[src/rtl/core/bmhpq_cmp.sv]
// Shared signed priority comparator of the heap controller.
// Depends on nothing; instantiated once by the top level.
`timescale 1ns / 1ps

module bmhpq_cmp #(
    parameter int PRIORITY_BITS = 32
) (
    input  logic [PRIORITY_BITS-1:0] i_a,
    input  logic [PRIORITY_BITS-1:0] i_b,
    output logic                     o_lt
);

    assign o_lt = $signed(i_a) < $signed(i_b);

endmodule

[config.mk]
export PLATFORM = sky130hd
export DESIGN_NAME = bmhpq_cmp
export DESIGN_NICKNAME = d
export VERILOG_FILES = /design/src/rtl/core/bmhpq_cmp.sv
export SDC_FILE = /design/constraint.sdc
export NUM_CORES = 1
export LEC_CHECK = 0
export BUFFER_PORTS_ARGS = -buffer_cell sky130_fd_sc_hd__buf_2
export CAP_MARGIN = 10
export CORE_MARGIN = 8
export CORE_UTILIZATION = 45
export DETAILED_ROUTE_END_ITERATION = 6
export PLACE_DENSITY = 0.91
export REMOVE_ABC_BUFFERS = 1
export SLEW_MARGIN = 10
export SYNTH_ARGS = -nofsm -noshare
export SYNTH_HDL_FRONTEND = slang
export SYNTH_SLANG_ARGS = --single-unit
[constraint.sdc]
create_clock -name vclk -period 6.8
set_input_delay 1.36 -clock vclk [all_inputs]
set_output_delay 1.36 -clock vclk [all_outputs]
set_load 0.01 [all_outputs]
======== Word level (Yosys, flattened, before mapping) ========
Cells that the tools add are included.
Widths: inputs -> output; s select.
word-level totals
  register bits after elaboration ......... 0
  logic and storage cells ................. 1
cells by class
  magnitude comparators ................... 1
operator list
  kind          number
  $lt 32x32->1  1

======== Logic depth before layout (Yosys ltp) ========
Gate-level depths: netlist (run 1).
  depth after elaboration ................. 1
  gate-level depth with buffers ........... 8
  depth with buffers taken out ............ 8

======== Worst setup path after synthesis (run 1) ========
OpenSTA, ideal clock, no wires.
  path kind ............................... in2out
  start ................................... in i_b[22]
  end ..................................... out o_lt
  arrival ................................. 2.781 ns
  setup slack ............................. 2.659 ns
  stages on the path ...................... 8
  buffers on the path ..................... 0
  cell sequence ........................... inv_1 -> ha_1 -> a21oi_1 -> a21boi_1 -> o21bai_1 -> a31oi_1 -> or4b_1 -> mux2i_1
on the way
  word-level cells in the longest chain between the ends .. 1
RTL lines
  element          line  RTL
  start, declared  9     input logic [PRIORITY_BITS-1:0] i_b,
  $lt 32x32->1     13    assign o_lt = $signed(i_a) < $signed(i_b);
  end, declared    10    output logic o_lt
No other way between the ends.

======== Worst setup path after layout (run 1) ========
Same ends and word-level chain as after synthesis.

==> impl_metrics.csv, run 1 <==
group,metric,value,unit
worst_setup_path,crit_fanout,3,
floorplanning,initial_core_util,46.7,%
grt,grt_use_total,13.9,%
place,hpwl,2290,um
synthesis,synthSimpleGateAreaFrac,15.2,%
power,p_sw_share,45.5,%
drt,ant_nets,0,
grt,overflow,0,
synthesis,synth_top_family_by_area,"adder cells",
place,placed_cell_area,1140,um2
cells_and_area,clkbuf_count,0,
floorplanning,core_area,1690,um2
synthesis,yosys_warnings,0,
cells_and_area,fin_util,67.3,%
drt,wl_per_cell,12.6,um
synthesis,synth_area,790,um2
sta,period_share,65.3,%
cts,postCtsSetupBuffers,0,
cells_and_area,final_cell_mix,"65 x buf_2, 31 x inv_1, 31 x ha_1",
place,dp.cells,190,
cells_and_area,area_growth,43.9,%
cts,cts-resized-gates,0,
cells_and_area,seq_cell_count,0,
place,gp_congestion,0.796,
status,status,"finished clean",
synthesis,syn-instance-count,108,
drt,routed_via_density,5.07,
floorplanning,die-area,3350,um2
synthesis,syn_avg_cell_area,7.31,um2
cells_and_area,final_common_cell,"buf_2",
sta,fmax,0.225,GHz
sta,fin_setup_tns,0,ps
drt,first_iter_violations,20,
worst_setup_path,start_kind,"input port",
cells_and_area,nNetsFinal,270,
cts,cts_hold_buf,0,
power,power.share.clock,0,%
drt,vias,964,
power,p_seq_share,0,%
sta,period_needed,4440,ps
worst_setup_path,crit_required,5440,ps
floorplanning,die_y,57.9,um
power,p_per_area,53.4,nW/um2
sta,hold_viol,0,
sta,slew-limit-headroom,83.7,%
drt,drc,0,
floorplanning,rows,15,
cells_and_area,finalInstanceArea,1140,um2
sta,tightest_slew,241,ps
place,numPortBuffers,65,
cells_and_area,antenna_cells,0,
cells_and_area,layout.cells.non_filler,190,
power,peakVddDrop,27.1,uV
cells_and_area,drive_gt1_share,39.3,%
power,p_switching,0.0276,mW
power,p_int,0.0331,mW
worst_setup_path,criticalPathCategory,"in -> out",
synthesis,synth_cell_types,23,
synthesis,synthMuxAreaShare,1.27,%
sta,rsz0062_at_grt,"no",
synthesis,synth_fa_ha_area_share,49.1,%
power,p_leak,0.766,nW
worst_setup_path,cp-end-kind,"primary output",
worst_setup_path,critPathArrivalTime,3080,ps
run,max-cap-violations,0,
synthesis,yosys.area_share.xor_xnor,0,%
min_path,hold_class,"in -> out",
synthesis,synth_compound_area_share,19.7,%
floorplanning,die_x,57.9,um
sta,setup_viol,0,
grt,grt_pass1_wl,4020,um
power,p_comb_share,100.0,%
sta,slew_violations,0,
grt,grt_pass1_vias,1074,
drt,drt-total-wl,2390,um
cells_and_area,register_area,0,um2
floorplanning,io_pins,65,
power,total_power,0.0607,mW
grt,antenna_found_initial,0,
cells_and_area,fillerInstances,152,
synthesis,ys_seq_area_share,0,%
grt,grt_max_degree,5,
drt,drt_pre_antenna_iters,4,
==> power groups by stage <==
| stage | sequential, mW | combinational, mW | clock [mW] |
|---|---|---|---|
| floorplan | 0 | 0.0334 | 0 |
| global placement | 0 | 0.0561 | 0 |
| detailed placement | 0 | 0.0611 | 0 |
| global route | 0 | 0.0698 | 0 |
| CTS | 0 | 0.0614 | 0 |
| finish | 0 | 0.0607 | 0 |
==> final timing paths <==
kind	startpoint	end	cells past startpoint
worst min-delay path	i_a[31]	o_lt	4
worst max-delay path	i_b[22]	o_lt	10
==> metal layers <==
layer	GRT usage, %	up-vias	part of all wire, %
met3	3.97	2	8.1
li1	-	508	-
met4	2.45	0	0.63
met5	0	-	0
met1	12.9	417	36
met2	28.8	37	56
==> critical path: stages <==
cell,delay (ps)
buf_2,80
inv_1,40
ha_1,310
a21oi_1,170
a21boi_1,90
o21bai_1,120
a31oi_1,90
or4b_1,510
mux2i_1,160
buf_2,160
==> Yosys cell counts <==
| master | number | area, um2 |
|---|---|---|
| nor2_2 | 1 | 6.26 |
| nand3_1 | 6 | 30.0 |
| nand2_1 | 3 | 11.3 |
| o21bai_1 | 1 | 7.51 |
| ha_1 | 31 | 388 |
| o21ai_1 | 1 | 5.00 |
| and3_1 | 2 | 12.5 |
| a22o_1 | 1 | 8.76 |
| a21boi_1 | 1 | 7.51 |
| mux2i_1 | 1 | 10.0 |
| a31oi_1 | 2 | 12.5 |
| nor3_1 | 1 | 5.00 |
| a211o_1 | 1 | 8.76 |
| a21o_1 | 3 | 22.5 |
| nor2_1 | 2 | 7.51 |
| or4b_1 | 1 | 10.0 |
| inv_1 | 31 | 116 |
| nand4_1 | 5 | 31.3 |
| a311oi_2 | 1 | 15.0 |
| a211oi_2 | 1 | 12.5 |
| nand2b_1 | 1 | 6.26 |
| a21oi_1 | 8 | 40.0 |
| o21ai_0 | 3 | 15.0 |
==> kinds of logic (layout without fill, tap and decap cells) <==
logic type / count (synthesis) / count (layout)
compound gates: 23 / 23
fa+ha+maj: 31 / 31
buf+inv: 31 / 96
mux: 1 / 1
simple gates: 22 / 22
==> final cells by class <==
class / instances / area [um2] / area share, %
Timing Repair Buffer: 65 / 325 / 28.6
Tap cell: 17 / 21.3 / 1.87
Multi-Input combinational cell: 77 / 673 / 59.3
Inverter: 31 / 116 / 10.2
==> metrics by stage <==
stage / hold WS, ps / setup WS [ps]
6_report: 3180 / 2360
5_1_grt: 3230 / 2270
4_1_cts: 3180 / 2370
3_5_place_dp: 3180 / 2370
3_3_place_gp: 3150 / 2480
2_1_floorplan: 2960 / 2660
(Power assumes the default switching activity.)
==> inputs of run 2 (changes only) <==
--- a/config.mk
+++ b/config.mk
@@ -8,9 +8,9 @@
 export BUFFER_PORTS_ARGS = -buffer_cell sky130_fd_sc_hd__buf_2
 export CAP_MARGIN = 10
 export CORE_MARGIN = 8
-export CORE_UTILIZATION = 45
+export CORE_UTILIZATION = 41
 export DETAILED_ROUTE_END_ITERATION = 6
-export PLACE_DENSITY = 0.91
+export PLACE_DENSITY = 0.84
 export REMOVE_ABC_BUFFERS = 1
 export SLEW_MARGIN = 10
 export SYNTH_ARGS = -nofsm -noshare
==> constraint.sdc (replaced) <==
create_clock -name vclk -period 4.1
set_input_delay 0.82 -clock vclk [all_inputs]
set_output_delay 0.82 -clock vclk [all_outputs]
set_load 0.01 [all_outputs]
==> run 2 against run 1 <==
Against the previous run: largest power group unchanged; core utilization is 6.2 points lower; count of clock-buffer cells in the layout stayed put; combinational power is 63% higher; via count is 2.4% lower; total power is 63% higher; critical path depth is 1 lower; non-clock buffer count stayed put; critical endpoint unchanged.
==> impl_metrics.csv, run 2 (synthesized netlist as in run 1, its figures left out) <==
group,metric,value,unit
floorplanning,initial_core_util,42.0,%
power,p_per_area,86.2,nW/um2
cts,cts_hold_buf,0,
drt,routed.top_layer,"met4",
run,max-cap-violations,0,
floorplanning,io_pins,65,
place,numPortBuffers,65,
worst_setup_path,critPathArrivalTime,2450,ps
drt,drt_pre_antenna_iters,3,
worst_setup_path,path_buf_inv,2,
drt,wl_per_cell,11.7,um
grt,antenna_found_initial,0,
drt,routed_via_density,4.71,
sta,tightest_slew,249,ps
drt,first_iter_violations,13,
power,p_leak,0.766,nW
cells_and_area,antenna_cells,0,
cells_and_area,seq_cell_count,0,
worst_setup_path,criticalPathCategory,"in -> out",
cells_and_area,final_cell_mix,"65 x buf_2, 31 x inv_1, 31 x ha_1",
worst_setup_path,cp-end-kind,"primary output",
floorplanning,die-area,3590,um2
floorplanning,die_y,59.9,um
cells_and_area,register_area,0,um2
worst_setup_path,start_kind,"input port",
worst_setup_path,cp.depth,9,
sta,hold_viol,0,
drt,drt-total-wl,2350,um
min_path,hold_class,"in -> out",
floorplanning,die_x,59.9,um
sta,slew-limit-headroom,83.3,%
worst_setup_path,crit_top_cell,"buf_2",
grt,grt_use_total,13.1,%
cts,cts-resized-gates,0,
worst_setup_path,crit_fanout,3,
drt,wl_met2,1270,um
cells_and_area,area_growth,45.5,%
place,gp_congestion,0.778,
cells_and_area,drive_gt1_share,39.3,%
sta,period_share,79.9,%
cells_and_area,final_common_cell,"buf_2",
worst_setup_path,cp_cell_sequence,"buf_2 > ha_1 > a21oi_1 > a21boi_1 > o21bai_1 > a31oi_1 > or4b_1 > mux2i_1 > buf_2",
sta,period_needed,3270,ps
drt,vias,941,
sta,rsz0062_at_grt,"no",
grt,grt_max_degree,5,
floorplanning,rows,16,
worst_setup_path,crit_required,3280,ps
sta,setup_viol,0,
grt,overflow,0,
power,total_power,0.0990,mW
cts,postCtsSetupBuffers,0,
drt,dr_wl_met3,155,um
grt,grt_pass1_vias,1018,
min_path,hold_end,"o_lt",
grt,grt_pass1_wl,3910,um
sta,slew_violations,0,
worst_setup_path,max_stage_delay,490,ps
sta,fin_setup_tns,0,ps
worst_setup_path,crit_slowest_cell,"or4b_1",
cells_and_area,clkbuf_count,0,
drt,ant_nets,0,
sta,fmax,0.305,GHz
cells_and_area,nNetsFinal,270,
floorplanning,core_area,1880,um2
cells_and_area,fillerInstances,209,
worst_setup_path,cpLargestDelayFamily,"simple AND/OR/NAND/NOR gates",
drt,wl_met1,917,um
status,status,"finished clean",
min_path,hold_start,"i_a[31]",
power,peakVddDrop,44.6,uV
place,hpwl,2240,um
drt,drc,0,
min_path,hold_path_depth,4,
run 2: power breakdown:
group	switching [mW]	leakage, nW	internal, mW
combinational	0.0444	0.766	0.0546
sequential	0	0	0
clock	0	0	0
run 2: final cells by class:
type / instances / area [um2] / share of cell area [%]
timing repair buffer: 65 / 325 / 28.3
multi-input combinational: 77 / 673 / 58.6
inverter: 31 / 116 / 10.1
tap: 27 / 33.8 / 2.94
run 2: per-layer routing:
| layer | global-route usage [%] | up-vias |
|---|---|---|
| li1 | - | 506 |
| met1 | 12.9 | 400 |
| met2 | 27.7 | 33 |
| met3 | 2.37 | 2 |
| met4 | 0.680 | 0 |
| met5 | 0 | - |
run 2: worst max path at each step:
| stage | slack [ps] | startpoint | end |
|---|---|---|---|
| CTS | 820 | i_a[22] | o_lt |
| global route | 700 | i_b[22] | o_lt |
| detailed placement | 820 | i_a[22] | o_lt |
| finish | 830 | i_a[22] | o_lt |
| floorplan | 1040 | i_b[22] | o_lt |
| global placement | 850 | i_a[13] | o_lt |
run 2: through the flow:
step / cells / util (%) / instance area, um2 / worst slack (ps) / hold slack, ps
after floorplan: 108 / - / 790 / 1040 / 1880
after global placement: 200 / 61.0 / 1150 / 854 / 2080
after global routing: 200 / 61.0 / 1150 / 697 / 2130
after CTS: 200 / 61.0 / 1150 / 822 / 2080
after detailed placement: 200 / 61.0 / 1150 / 819 / 2080
final: 200 / 61.0 / 1150 / 826 / 2080
run 2: worst min-delay path, cell delays in order:
cell,delay [ps]
buf_2,80
ha_1,150
mux2i_1,70
buf_2,140
==> inputs of run 3 (changes only) <==
==> constraint.sdc (replaced) <==
create_clock -name vclk -period 3.4
set_input_delay 0.68 -clock vclk [all_inputs]
set_output_delay 0.68 -clock vclk [all_outputs]
set_load 0.01 [all_outputs]
==> run 3 against run 2 <==
Against the previous run: largest power group unchanged; combinational power grew 20%; count of clock-buffer cells in the layout unchanged; cell count is the same; wire length fell by 1.2%; worst hold slack got worse by 280 ps; non-clock buffer count is the same; die area unchanged; flip-flop and latch count unchanged; critical path type unchanged; design area is the same; global-route usage down 0.26 points.
==> impl_metrics.csv, run 3 (synthesized netlist as in run 1, its figures left out) <==
group,metric,value,unit
sta,period_needed,2980,ps
sta,fin_setup_tns,0,ps
floorplanning,die-area,3590,um2
worst_setup_path,cp-end-kind,"primary output",
status,status,"finished clean",
cts,postCtsSetupBuffers,0,
cts,cts_hold_buf,0,
place,placed_cell_area,1150,um2
cells_and_area,antenna_cells,0,
cells_and_area,register_area,0,um2
cells_and_area,nNetsFinal,270,
cells_and_area,fillerInstances,197,
cells_and_area,finalInstanceArea,1150,um2
worst_setup_path,crit_required,2720,ps
worst_setup_path,crit_fanout,3,
grt,grt_pass1_wl,3830,um
sta,setup_viol,0,
drt,drt_pre_antenna_iters,3,
drt,vias,934,
place,hpwl,2220,um
sta,fmax,0.335,GHz
min_path,hold_class,"in -> out",
place,gp_congestion,0.778,
sta,period_share,87.8,%
power,p_leak,0.766,nW
cells_and_area,final_cell_mix,"65 x buf_2, 31 x inv_1, 31 x ha_1",
run,max-cap-violations,0,
drt,first_iter_violations,8,
worst_setup_path,criticalPathCategory,"in -> out",
drt,drt-total-wl,2320,um
cells_and_area,drive_gt1_share,39.3,%
grt,grt_use_total,12.8,%
sta,slew-limit-headroom,83.0,%
cells_and_area,final_common_cell,"buf_2",
grt,grt_pass1_vias,992,
sta,hold_viol,0,
power,peakVddDrop,53.5,uV
worst_setup_path,max_stage_delay,490,ps
cells_and_area,seq_cell_count,0,
floorplanning,initial_core_util,42.0,%
floorplanning,core_area,1880,um2
grt,overflow,0,
worst_setup_path,start_kind,"input port",
worst_setup_path,cp-startpoint,"i_a[22]",
min_path,hold_start,"i_a[31]",
power,p_per_area,104,nW/um2
sta,slew_violations,0,
min_path,hold_path_depth,4,
floorplanning,die_x,59.9,um
cts,cts-resized-gates,0,
sta,tightest_slew,254,ps
floorplanning,die_y,59.9,um
place,pre_cts_slack,399,ps
drt,ant_nets,0,
sta,rsz0062_at_grt,"no",
cells_and_area,clkbuf_count,0,
floorplanning,io_pins,65,
worst_setup_path,crit_top_cell,"buf_2",
power,total_power,0.119,mW
grt,grt_max_degree,5,
worst_setup_path,cp_cell_sequence,"buf_2 > ha_1 > a21oi_1 > a21boi_1 > o21bai_1 > a31oi_1 > or4b_1 > mux2i_1 > buf_2",
drt,wl_per_cell,11.6,um
min_path,hold_end,"o_lt",
worst_setup_path,crit_slowest_cell,"or4b_1",
drt,drc,0,
drt,routed_via_density,4.67,
place,numPortBuffers,65,
grt,antenna_found_initial,0,
cells_and_area,area_growth,45.5,%
worst_setup_path,critPathArrivalTime,2300,ps
sta,worst_slack,415,ps
floorplanning,rows,16,
==> run 3: cell counts in the layout (fill, tap and decap cells not counted) <==
Identical to the previous run, type by type.
==> run 3: per-layer routing <==
layer | part of all wire [%] | global-route usage (%) | up-vias
met5 | 0 | 0 | -
met4 | 0.43 | 0.680 | 0
met3 | 6.8 | 2.37 | 2
met2 | 53 | 27.2 | 33
met1 | 40 | 12.5 | 393
li1 | - | - | 506
==> run 3: layout make-up <==
type / count / area (um2) / share of cell area [%]
well taps: 27 / 33.8 / 2.94
inverters: 31 / 116 / 10.1
repair buffers: 65 / 325 / 28.3
multi-input cells: 77 / 673 / 58.6
==> run 3: worst max-delay path by stage <==
stage | end | cells past startpoint
after detailed placement | o_lt | 9
after floorplan | o_lt | 8
after CTS | o_lt | 9
final | o_lt | 9
after global routing | o_lt | 9
after global placement | o_lt | 9
==> run 3: metrics by stage <==
step	hold slack, ps	util, %	std cells
after global routing	1850	61.0	200
final	1790	61.0	200
after CTS	1800	61.0	200
after detailed placement	1800	61.0	200
after global placement	1800	61.0	200
after floorplan	1600	-	108
==> run 3: where the power goes <==
group / switching (mW) / internal (mW) / leakage (nW)
combinational: 0.0533 / 0.0659 / 0.766
clock: 0 / 0 / 0
sequential: 0 / 0 / 0
total: 0.0533 / 0.0659 / 0.766
==> run 3: worst max-delay path: cells and delay by family <==
kind | cells | cell delay (ps)
and+or+nand+nor | 1 | 490
AOI/OAI and AO/OA | 4 | 450
adders and majority gates | 1 | 310
buffers and inverters | 2 | 250
muxes | 1 | 120
