`src/rtl/core/bmhpq_pkg.sv`:
```
// Shared constants and codes for the binary min-heap priority queue.
// Used by the controller, the top level and the port checker; no dependencies.
`timescale 1ns / 1ps

package bmhpq_pkg;

    // Entry count and capacity width, fixed by the register and result fields.
    localparam int CNT_W = 7;
    // Heap positions and child indexes: a count below 128 gives children below 256.
    localparam int POS_W = CNT_W + 1;
    // Largest entry count the count field can express.
    localparam int CNT_MAX = (1 << CNT_W) - 1;

    localparam logic [CNT_W-1:0] CAP_RESET = 7'd64;

    localparam logic [1:0] STAT_OK    = 2'd0;
    localparam logic [1:0] STAT_FULL  = 2'd1;
    localparam logic [1:0] STAT_EMPTY = 2'd2;

    localparam logic MODE_INSERT  = 1'b0;
    localparam logic MODE_EXTRACT = 1'b1;

endpackage

```
`src/rtl/core/bmhpq_ctrl.sv`:
```
// Heap sequencer: entry count, sift-up and sift-down stepping, result registers.
// Uses bmhpq_pkg; drives the entry memory and the shared comparator.
`timescale 1ns / 1ps

module bmhpq_ctrl #(
    parameter int VALUE_BITS    = 32,
    parameter int PRIORITY_BITS = 32,
    parameter int ADDR_W        = 6
) (
    input  logic                                  i_clk,
    input  logic                                  i_rst_n,
    input  logic                                  i_start,
    output logic                                  o_busy,
    input  logic                                  i_mode,
    input  logic [VALUE_BITS-1:0]                 i_item_value,
    input  logic [PRIORITY_BITS-1:0]              i_item_priority,
    input  logic [bmhpq_pkg::CNT_W-1:0]           i_cap,
    output logic                                  o_mem_we,
    output logic [ADDR_W-1:0]                     o_mem_waddr,
    output logic [VALUE_BITS+PRIORITY_BITS-1:0]   o_mem_wdata,
    output logic                                  o_mem_re,
    output logic [ADDR_W-1:0]                     o_mem_raddr_a,
    output logic [ADDR_W-1:0]                     o_mem_raddr_b,
    input  logic [VALUE_BITS+PRIORITY_BITS-1:0]   i_mem_rdata_a,
    input  logic [VALUE_BITS+PRIORITY_BITS-1:0]   i_mem_rdata_b,
    output logic [PRIORITY_BITS-1:0]              o_cmp_a,
    output logic [PRIORITY_BITS-1:0]              o_cmp_b,
    input  logic                                  i_cmp_lt,
    output logic                                  o_done,
    output logic [1:0]                            o_status,
    output logic [VALUE_BITS-1:0]                 o_out_value,
    output logic [bmhpq_pkg::CNT_W-1:0]           o_entry_total,
    output logic                                  o_heap_empty,
    output logic                                  o_heap_full
);

    localparam int CW = bmhpq_pkg::CNT_W;
    localparam int PW = bmhpq_pkg::POS_W;
    localparam int DW = VALUE_BITS + PRIORITY_BITS;

    typedef enum logic [2:0] {
        S_IDLE,
        S_UP,
        S_FIN,
        S_EX,
        S_DN_L,
        S_DN_R
    } t_state;

    t_state                   r_state, n_state;
    logic [CW-1:0]            r_count, n_count;
    logic [PW-1:0]            r_pos, n_pos;
    logic [PW-1:0]            r_par, n_par;
    logic [VALUE_BITS-1:0]    r_item_val, n_item_val;
    logic [PRIORITY_BITS-1:0] r_item_pri, n_item_pri;
    logic [VALUE_BITS-1:0]    r_res_val, n_res_val;
    logic                     r_sel_l, n_sel_l;
    logic                     r_done, n_done;
    logic [1:0]               r_status, n_status;
    logic [VALUE_BITS-1:0]    r_out_value, n_out_value;
    logic [CW-1:0]            r_total, n_total;
    logic                     r_empty, n_empty;
    logic                     r_full, n_full;

    logic                     fin;
    logic [VALUE_BITS-1:0]    rd_a_val;
    logic [PRIORITY_BITS-1:0] rd_a_pri;
    logic [PRIORITY_BITS-1:0] rd_b_pri;
    logic [PW-1:0]            lchild;
    logic [PW-1:0]            rchild;
    logic [PW-1:0]            cnt_ext;
    logic [PW-1:0]            child;
    logic [PW-1:0]            up_next;
    logic                     take_r;

    assign rd_a_val = i_mem_rdata_a[DW-1:PRIORITY_BITS];
    assign rd_a_pri = i_mem_rdata_a[PRIORITY_BITS-1:0];
    assign rd_b_pri = i_mem_rdata_b[PRIORITY_BITS-1:0];
    assign lchild   = (r_pos << 1) + PW'(1);
    assign rchild   = (r_pos << 1) + PW'(2);
    assign cnt_ext  = {1'b0, r_count};
    assign up_next  = (r_par - PW'(1)) >> 1;

    always_comb begin
        n_state     = r_state;
        n_count     = r_count;
        n_pos       = r_pos;
        n_par       = r_par;
        n_item_val  = r_item_val;
        n_item_pri  = r_item_pri;
        n_res_val   = r_res_val;
        n_sel_l     = r_sel_l;
        n_done      = 1'b0;
        n_status    = r_status;
        n_out_value = r_out_value;
        n_total     = r_total;
        n_empty     = r_empty;
        n_full      = r_full;
        fin         = 1'b0;
        take_r      = 1'b0;
        child       = lchild;

        o_mem_we      = 1'b0;
        o_mem_waddr   = ADDR_W'(r_pos);
        o_mem_wdata   = {r_item_val, r_item_pri};
        o_mem_re      = 1'b0;
        o_mem_raddr_a = ADDR_W'(lchild);
        o_mem_raddr_b = ADDR_W'(rchild);
        o_cmp_a       = r_item_pri;
        o_cmp_b       = rd_a_pri;

        case (r_state)
            S_IDLE: begin
                if (i_start) begin
                    n_item_val = i_item_value;
                    n_item_pri = i_item_priority;
                    n_res_val  = '0;
                    if (i_mode == bmhpq_pkg::MODE_INSERT) begin
                        if (r_count >= i_cap) begin
                            fin         = 1'b1;
                            n_status    = bmhpq_pkg::STAT_FULL;
                            n_out_value = '0;
                        end else begin
                            n_count = r_count + CW'(1);
                            if (r_count == '0) begin
                                o_mem_we    = 1'b1;
                                o_mem_waddr = '0;
                                o_mem_wdata = {i_item_value, i_item_priority};
                                fin         = 1'b1;
                                n_status    = bmhpq_pkg::STAT_OK;
                                n_out_value = '0;
                            end else begin
                                // The new entry starts as a hole at the end of the heap.
                                n_pos         = cnt_ext;
                                n_par         = (cnt_ext - PW'(1)) >> 1;
                                o_mem_re      = 1'b1;
                                o_mem_raddr_a = ADDR_W'((cnt_ext - PW'(1)) >> 1);
                                n_state       = S_UP;
                            end
                        end
                    end else begin
                        if (r_count == '0) begin
                            fin         = 1'b1;
                            n_status    = bmhpq_pkg::STAT_EMPTY;
                            n_out_value = '0;
                        end else begin
                            o_mem_re      = 1'b1;
                            o_mem_raddr_a = '0;
                            o_mem_raddr_b = ADDR_W'(r_count - CW'(1));
                            n_count       = r_count - CW'(1);
                            n_state       = S_EX;
                        end
                    end
                end
            end

            S_UP: begin
                o_cmp_a = r_item_pri;
                o_cmp_b = rd_a_pri;
                if (i_cmp_lt) begin
                    // Parent is strictly greater: it moves down into the hole.
                    o_mem_we    = 1'b1;
                    o_mem_wdata = i_mem_rdata_a;
                    n_pos       = r_par;
                    if (r_par == '0) begin
                        n_state = S_FIN;
                    end else begin
                        n_par         = up_next;
                        o_mem_re      = 1'b1;
                        o_mem_raddr_a = ADDR_W'(up_next);
                    end
                end else begin
                    o_mem_we    = 1'b1;
                    fin         = 1'b1;
                    n_status    = bmhpq_pkg::STAT_OK;
                    n_out_value = r_res_val;
                end
            end

            S_FIN: begin
                o_mem_we    = 1'b1;
                fin         = 1'b1;
                n_status    = bmhpq_pkg::STAT_OK;
                n_out_value = r_res_val;
            end

            S_EX: begin
                n_res_val  = rd_a_val;
                n_item_val = i_mem_rdata_b[DW-1:PRIORITY_BITS];
                n_item_pri = rd_b_pri;
                n_pos      = '0;
                if (r_count == '0) begin
                    fin         = 1'b1;
                    n_status    = bmhpq_pkg::STAT_OK;
                    n_out_value = rd_a_val;
                end else begin
                    o_mem_re      = 1'b1;
                    o_mem_raddr_a = ADDR_W'(1);
                    o_mem_raddr_b = ADDR_W'(2);
                    n_state       = S_DN_L;
                end
            end

            S_DN_L: begin
                o_cmp_a = rd_a_pri;
                o_cmp_b = r_item_pri;
                n_sel_l = (lchild < cnt_ext) && i_cmp_lt;
                n_state = S_DN_R;
            end

            S_DN_R: begin
                o_cmp_a = rd_b_pri;
                o_cmp_b = r_sel_l ? rd_a_pri : r_item_pri;
                take_r  = (rchild < cnt_ext) && i_cmp_lt;
                if (take_r || r_sel_l) begin
                    child         = take_r ? rchild : lchild;
                    o_mem_we      = 1'b1;
                    o_mem_wdata   = take_r ? i_mem_rdata_b : i_mem_rdata_a;
                    n_pos         = child;
                    o_mem_re      = 1'b1;
                    o_mem_raddr_a = ADDR_W'((child << 1) + PW'(1));
                    o_mem_raddr_b = ADDR_W'((child << 1) + PW'(2));
                    n_state       = S_DN_L;
                end else begin
                    o_mem_we    = 1'b1;
                    fin         = 1'b1;
                    n_status    = bmhpq_pkg::STAT_OK;
                    n_out_value = r_res_val;
                end
            end

            default: begin
                n_state = S_IDLE;
            end
        endcase

        if (fin) begin
            n_done  = 1'b1;
            n_state = S_IDLE;
            n_total = n_count;
            n_empty = (n_count == '0);
            n_full  = (n_count >= i_cap);
        end
    end

    always_ff @(posedge i_clk) begin
        if (!i_rst_n) begin
            r_state <= S_IDLE;
            r_count <= '0;
            r_done  <= 1'b0;
        end else begin
            r_state <= n_state;
            r_count <= n_count;
            r_done  <= n_done;
        end
        r_pos       <= n_pos;
        r_par       <= n_par;
        r_item_val  <= n_item_val;
        r_item_pri  <= n_item_pri;
        r_res_val   <= n_res_val;
        r_sel_l     <= n_sel_l;
        r_status    <= n_status;
        r_out_value <= n_out_value;
        r_total     <= n_total;
        r_empty     <= n_empty;
        r_full      <= n_full;
    end

    assign o_busy        = (r_state != S_IDLE);
    assign o_done        = r_done;
    assign o_status      = r_status;
    assign o_out_value   = r_out_value;
    assign o_entry_total = r_total;
    assign o_heap_empty  = r_empty;
    assign o_heap_full   = r_full;

endmodule

```
`config.mk`:
```
export PLATFORM = sky130hd
export DESIGN_NAME = bmhpq_ctrl
export DESIGN_NICKNAME = d
export VERILOG_FILES = /design/src/rtl/core/bmhpq_pkg.sv /design/src/rtl/core/bmhpq_ctrl.sv
export SDC_FILE = /design/constraint.sdc
export NUM_CORES = 1
export LEC_CHECK = 0
export BUFFER_PORTS_ARGS = -buffer_cell sky130_fd_sc_hd__buf_4
export CORE_ASPECT_RATIO = 2
export CORE_UTILIZATION = 47
export CTS_CLUSTER_DIAMETER = 80
export CTS_CLUSTER_SIZE = 28
export DETAILED_ROUTE_END_ITERATION = 6
export GPL_ROUTABILITY_DRIVEN = 0
export PLACE_DENSITY = 0.89
export RECOVER_POWER = 50
export SLEW_MARGIN = 20
export SYNTH_ARGS = -nofsm -noshare
export SYNTH_HDL_FRONTEND = slang
export SYNTH_SLANG_ARGS = --single-unit
```
`constraint.sdc`:
```
create_clock -name i_clk -period 3.9 [get_ports i_clk]
set_input_delay 0.39 -clock i_clk [delete_from_list [all_inputs] [get_ports i_clk]]
set_output_delay 0.39 -clock i_clk [all_outputs]
set_load 0.03 [all_outputs]
```
Word-level counts from Yosys, hierarchy flattened
Cells that the tools add are included.
{"block": "totals", "ff_bits": 166, "latch_bits": 0, "ramBits": 0, "mem_bits_ro": 0, "in_bits": 204, "elab_cells": 171, "n_memories": 0}
{"block": "op_classes", "addsub": 8, "mul": 0, "n_div": 0, "n_lt_le_gt_ge": 4, "n_eq_ne": 19, "n_shift": 0, "muxes": 104, "bitwise": 2, "reduce_logical": 20}
{"op": "$mux W64", "n": 7}
{"op": "$mux W32", "n": 11}
{"op": "$pmux W32 S2", "n": 5}
{"op": "$pmux W64 S3", "n": 1}
{"op": "$pmux W32 S5", "n": 1}
{"op": "$mux W6", "n": 19}
{"op": "$mux W7", "n": 12}
{"op": "$mux W8", "n": 6}
{"op": "$pmux W7 S4", "n": 1}
{"op": "$mux W3", "n": 9}
{"op": "$ne A2 B2 Y1 const B", "n": 12}
{"op": "$pmux W6 S4", "n": 1}
{"op": "$pmux W3 S6", "n": 1}
{"op": "$pmux W6 S3", "n": 1}
{"op": "$mux W1", "n": 17}
{"op": "$lt A8 B7 Y1", "n": 2}
{"op": "$pmux W8 S2", "n": 1}
{"op": "$ge A7 B7 Y1", "n": 2}
{"op": "$logic_not A7 Y1", "n": 2}
{"op": "$mux W2", "n": 7}
{"op": "$reduce_and A7 Y1", "n": 2}
{"op": "$pmux W2 S5", "n": 1}
{"op": "$reduce_and A5 Y1", "n": 2}
{"op": "$add A8 B1 Y8 const B", "n": 1}
{"op": "other kinds (27)", "n": 33}

Depth between registers and ports, before layout
{"block": "logic_depth", "depth_word": 7, "ltp_mapped": 18, "mapped_depth_nobuf": 17}

Worst setup path after synthesis
No wires, ideal clock.
{"block": "synth_path", "kind": "register to register", "from": "register r_pos[2]", "to": "register r_out_value[0], in the netlist o_out_value[0] (enable)", "setup_ns": 0.432, "arrival_ns": 3.948, "required_time_ns": 3.468, "setup_slack_ns": -0.480, "path_stages_with_launch": 13, "n_path_buf": 3, "synth_period_minus_slack_ns": 4.380, "path_cell_list": "edfxtp_1 > clkbuf_1 > nand3_1 > xnor2_1 > ha_1 > o21a_1 > o221ai_2 > and2_1 > buf_2 > buf_2 > o32ai_1 > a21oi_1 > a21oi_1"}
{"block": "synth_between", "elab_chain_len": 6}
{"item": "start: declaration", "line": "bmhpq_ctrl.sv:52", "source": "logic [PW-1:0] r_pos, n_pos;"}
{"item": "start signal: assignment", "line": "bmhpq_ctrl.sv:256", "source": "r_pos <= n_pos;"}
{"item": "$add A8 B2 Y8", "line": "bmhpq_ctrl.sv:80", "source": "assign rchild = (r_pos << 1) + PW'(2);"}
{"item": "$lt A8 B7 Y1", "line": "bmhpq_ctrl.sv:214", "source": "take_r = (rchild < cnt_ext) && i_cmp_lt;"}
{"item": "$logic_and A1 B1 Y1", "line": "bmhpq_ctrl.sv:214"}
{"item": "$logic_or A1 B1 Y1", "line": "bmhpq_ctrl.sv:215", "source": "if (take_r || r_sel_l) begin"}
{"item": "$ne A2 B2 Y1 (no line)"}
{"item": "$reduce_and A5 Y1 (no line)"}
{"item": "end signal: assignment", "line": "bmhpq_ctrl.sv:263", "source": "r_out_value <= n_out_value;"}
{"item": "end: declaration", "line": "bmhpq_ctrl.sv:60", "source": "logic [VALUE_BITS-1:0] r_out_value, n_out_value;"}
No other way between the ends.
A chain may end at the register's enable or synchronous reset.

Worst setup path in the final report
{"block": "layout_path", "from": "register r_pos[0]", "to": "output port o_mem_raddr_b[5]"}
{"block": "layout_between", "elab_chain_len": 7, "elab_cells_between_ends": 13, "classes_between": "add/sub (3); order compare (1); mux (7); reduce/logical (2)"}
{"item": "$add A8 B2 Y8", "line": "bmhpq_ctrl.sv:80"}
{"item": "$lt A8 B7 Y1", "line": "bmhpq_ctrl.sv:214"}
{"item": "$logic_and A1 B1 Y1", "line": "bmhpq_ctrl.sv:214"}
{"item": "$mux W7", "line": "bmhpq_ctrl.sv:216", "source": "child = take_r ? rchild : lchild;"}
{"item": "$add A6 B2 Y6", "line": "bmhpq_ctrl.sv:222", "source": "o_mem_raddr_b = ADDR_W'((child << 1) + PW'(2));"}
{"item": "$mux W6", "line": "bmhpq_ctrl.sv:215"}
{"item": "$pmux W6 S3 *", "line": "bmhpq_ctrl.sv:112", "source": "case (r_state)"}
{"item": "end: declaration", "line": "bmhpq_ctrl.sv:23", "source": "output logic [ADDR_W-1:0] o_mem_raddr_b,"}
Mark *: on every way between the ends. The rest lies on a longest branch, timed or not.

==> results.py <==
metrics = {
    "die": {
        "fp-row-count": 82,
        "core_region_area_mm2": 0.0251,
        "die_y_um": 229,
        "die-area_mm2": 0.0265,
        "start_util_pct": 48.2,
        "dieWidth_um": 116,
        "io_pins": 397,
    },
    "timing": {
        "worstMarginPinSlew_ns": 1.85,
        "relSlewSlack_pct": -23.2,
        "fmax_ghz": 0.254,
        "fin_crit_sh_pct": 101,
        "fin_skew_ns": 0.0202,
        "period_minus_slack_ns": 3.94,
        "setup_violations": 20,
        "setup_slack_ns": -0.0395,
        "fin_tns_setup_ns": -0.402,
        "grt_setup_unrepaired": "true",
        "hold_viol": 0,
        "slew_viol_final": 47,
    },
    "cts": {
        "hold_buffers": 0,
        "htree_levels": 4,
        "clkLatencyLatePin_ns": 0.45,
        "cts_buffers": 17,
        "cts_root_buf": "clkbuf_16",
        "clockBufferDepth": 2,
        "cts.clk_slew.worst_paths_ns": 0.08,
        "cts_sinks": 165,
        "cts_tree": "done",
    },
    "final_layout": {
        "finalInstanceArea_mm2": 0.0167,
        "drive_above_1_share_pct": 31.0,
        "synthToLayoutAreaGrowth_pct": 37.7,
        "final_util_pct": 66.3,
        "nNetsFinal": 1939,
    },
    "logic_synthesis": {
        "synth_seq_cells": 165,
        "syn-num-nets": 1562,
        "synth_area_leader_cell": "edfxtp_1",
        "syn_inst": 1324,
        "synth_ff_type": "edfxtp_1",
        "yosysWarnings": 0,
        "synth_edf_count": 154,
        "ys_types": 66,
        "yosysSeqAreaShare_pct": 40.0,
        "synth_commonest_cells": "nand2_1, edfxtp_1, mux2i_1",
        "yosysMostFrequentCell": "nand2_1",
        "yosys-top-cells-area": "edfxtp_1, nand2_1, mux2i_1",
        "synth.avg_cell_area_um2": 9.15,
        "yosysTopAreaCellShare_pct": 38.2,
        "synth.cell_area_mm2": 0.0121,
        "async_reset_ff_share_pct": 0,
    },
    "place": {
        "portBuffers": 396,
        "placed_area_mm2": 0.0156,
        "dp_hpwl_um": 33300,
        "pre_cts_slack_ns": 0.112,
    },
    "detailed_routing": {
        "drc": 0,
        "post_drt_wl_per_cell_um": 23.9,
        "postRouteAntennaNets": 0,
        "drt-total-wl_um": 49100,
        "wl_met2_um": 24500,
        "drt-pass1-iter-count": 6,
        "top_layer": "met4",
        "met3_length_um": 4700,
        "drt_iter0_drc": 1426,
        "vias_per_cell": 6.51,
        "via_count": 13375,
        "wl_met1_um": 15600,
    },
    "critical_path": {
        "worst-r2r-setup-slack_ns": 0.14,
        "path_max_fanout": 15,
        "r2r_start": "r_count[1]",
        "rr_endpoint": "o_heap_full",
        "critPathKind": "flop to primary output",
        "ff2ff_path_depth": 16,
        "critPathRequiredTime_ns": 3.51,
        "arrival_ns": 3.55,
        "crit_start": "r_pos[0]",
        "critical_path.startpoint_type": "flop",
        "crit_end": "o_mem_raddr_b[5]",
        "cp-end-kind": "primary output",
    },
    "status": {
        "status": "finished with violations",
        "violations": "capacitance limit, slew limit, setup timing",
    },
    "worst_hold_path": {
        "hold_class": "input pin to flop",
        "holdPathStages": 3,
    },
    "flow_run": {
        "maxCapViolCount": 1,
    },
    "power_and_ir_drop": {
        "totalPowerFinal_w": 0.0152,
        "p_leak_nw": 7.31,
        "powerDensity_mw_per_mm2": 913,
        "max-vdd-ir-drop_mv": 0.432,
    },
    "global_route": {
        "track_usage_pct": 34.8,
        "overflow": 0,
        "grt_max_degree": 62,
        "grt_pass1_wl_um": 69600,
        "antenna_found_initial": 3,
        "grt_pass1_vias": 13011,
    },
}
per-layer routing:
metal,GRT usage [%],vias up
met5,0,-
met4,27.5,0
met3,7.83,333
met2,58.9,1168
met1,36.2,6146
li1,-,5728
state kept, by name, indices dropped and copies added, names as in the netlist:
signal         flops
r_item_pri        32
o_entry_total      7
r_count            7
o_heap_full        1
o_done             1
r_item_val        32
o_status           2
r_sel_l            1
o_out_value       32
r_state            3
r_par              7
r_res_val         32
o_heap_empty       1
r_pos              7
power by group:
part / leakage, nW / switching (W) / internal, W
Clock: 0.303 / 0.000816 / 0.000987
Sequential: 1.61 / 0.000499 / 0.00292
Combinational: 5.40 / 0.00627 / 0.00373
how the worst min path moves through the flow:
stage                        start               to
3_3_place_gp         r_res_val[14]  o_out_value[14]
6_report       i_item_priority[21]   r_item_pri[21]
5_1_grt          i_mem_rdata_b[42]   r_item_val[10]
4_1_cts        i_item_priority[21]   r_item_pri[21]
2_1_floorplan              i_rst_n       r_count[0]
3_5_place_dp         r_res_val[15]  o_out_value[15]
placed cells by master, fill, tap and decap left out, types with 14 or more instances in the layout:
| cell | instances |
|---|---|
| ha_1 | 29 |
| o21ai_0 | 73 |
| nand3_1 | 14 |
| a221o_1 | 66 |
| mux2_2 | 33 |
| nor3_1 | 15 |
| nor2b_1 | 15 |
| nor2_1 | 73 |
| nand2_1 | 266 |
| mux2i_1 | 99 |
| buf_4 | 362 |
| clkbuf_16 | 22 |
| a22oi_1 | 33 |
| inv_1 | 32 |
| clkbuf_1 | 45 |
| a21oi_1 | 71 |
| o221ai_1 | 34 |
| buf_6 | 37 |
| a22o_1 | 34 |
| and2_1 | 34 |
| edfxtp_1 | 154 |
logic make-up (layout without fill, tap and decap cells):
group | count (synthesis) | count (layout) | synth area share, %
fa+ha+maj | 34 | 34 | 3.51
buf+inv | 137 | 527 | 4.62
xor+xnor | 16 | 16 | 1.16
other cells | 0 | 3 | 0
simple gates | 467 | 467 | 17.3
flops | 165 | 165 | 40.0
compound gates | 372 | 372 | 22.1
mux | 133 | 133 | 11.3
critical path, cell delays in order (launching register included):
cell      delay [ns]
edfxtp_1        0.38
buf_6           0.15
buf_4           0.21
inv_1           0.15
ha_1            0.31
nand2b_1        0.06
a21oi_2         0.20
o221ai_4        0.17
and2_4          0.23
buf_12          0.16
buf_12          0.15
o21ai_4         0.18
and4b_1         0.24
or3_1           0.36
buf_6           0.16
repair_timing:
action	in CTS	in global routing
pin swaps	3	18
resized for setup	22	73
setup buffers	2	9
gates cloned	0	6
setup endpoints to repair	70	68
metrics by stage:
step                hold slack [ns]  instances
finish                        0.207       2053
global route                  0.205       2053
CTS                           0.190       2035
detailed placement            0.536       2001
global placement              0.527       2001
floorplan                     0.512       1324
cell type report:
cell class	count	area (µm²)
Timing Repair inverter	1	6.26
Clock inverter	15	211
Antenna cell	3	7.51
Fill cell	1923	8460
Tap cell	336	420
Timing Repair Buffer	458	3620
Multi-Input combinational cell	1022	7000
Clock buffer	17	425
Sequential cell	165	4850
Inverter	36	143
Note: power is estimated with default switching activity, not from simulation.
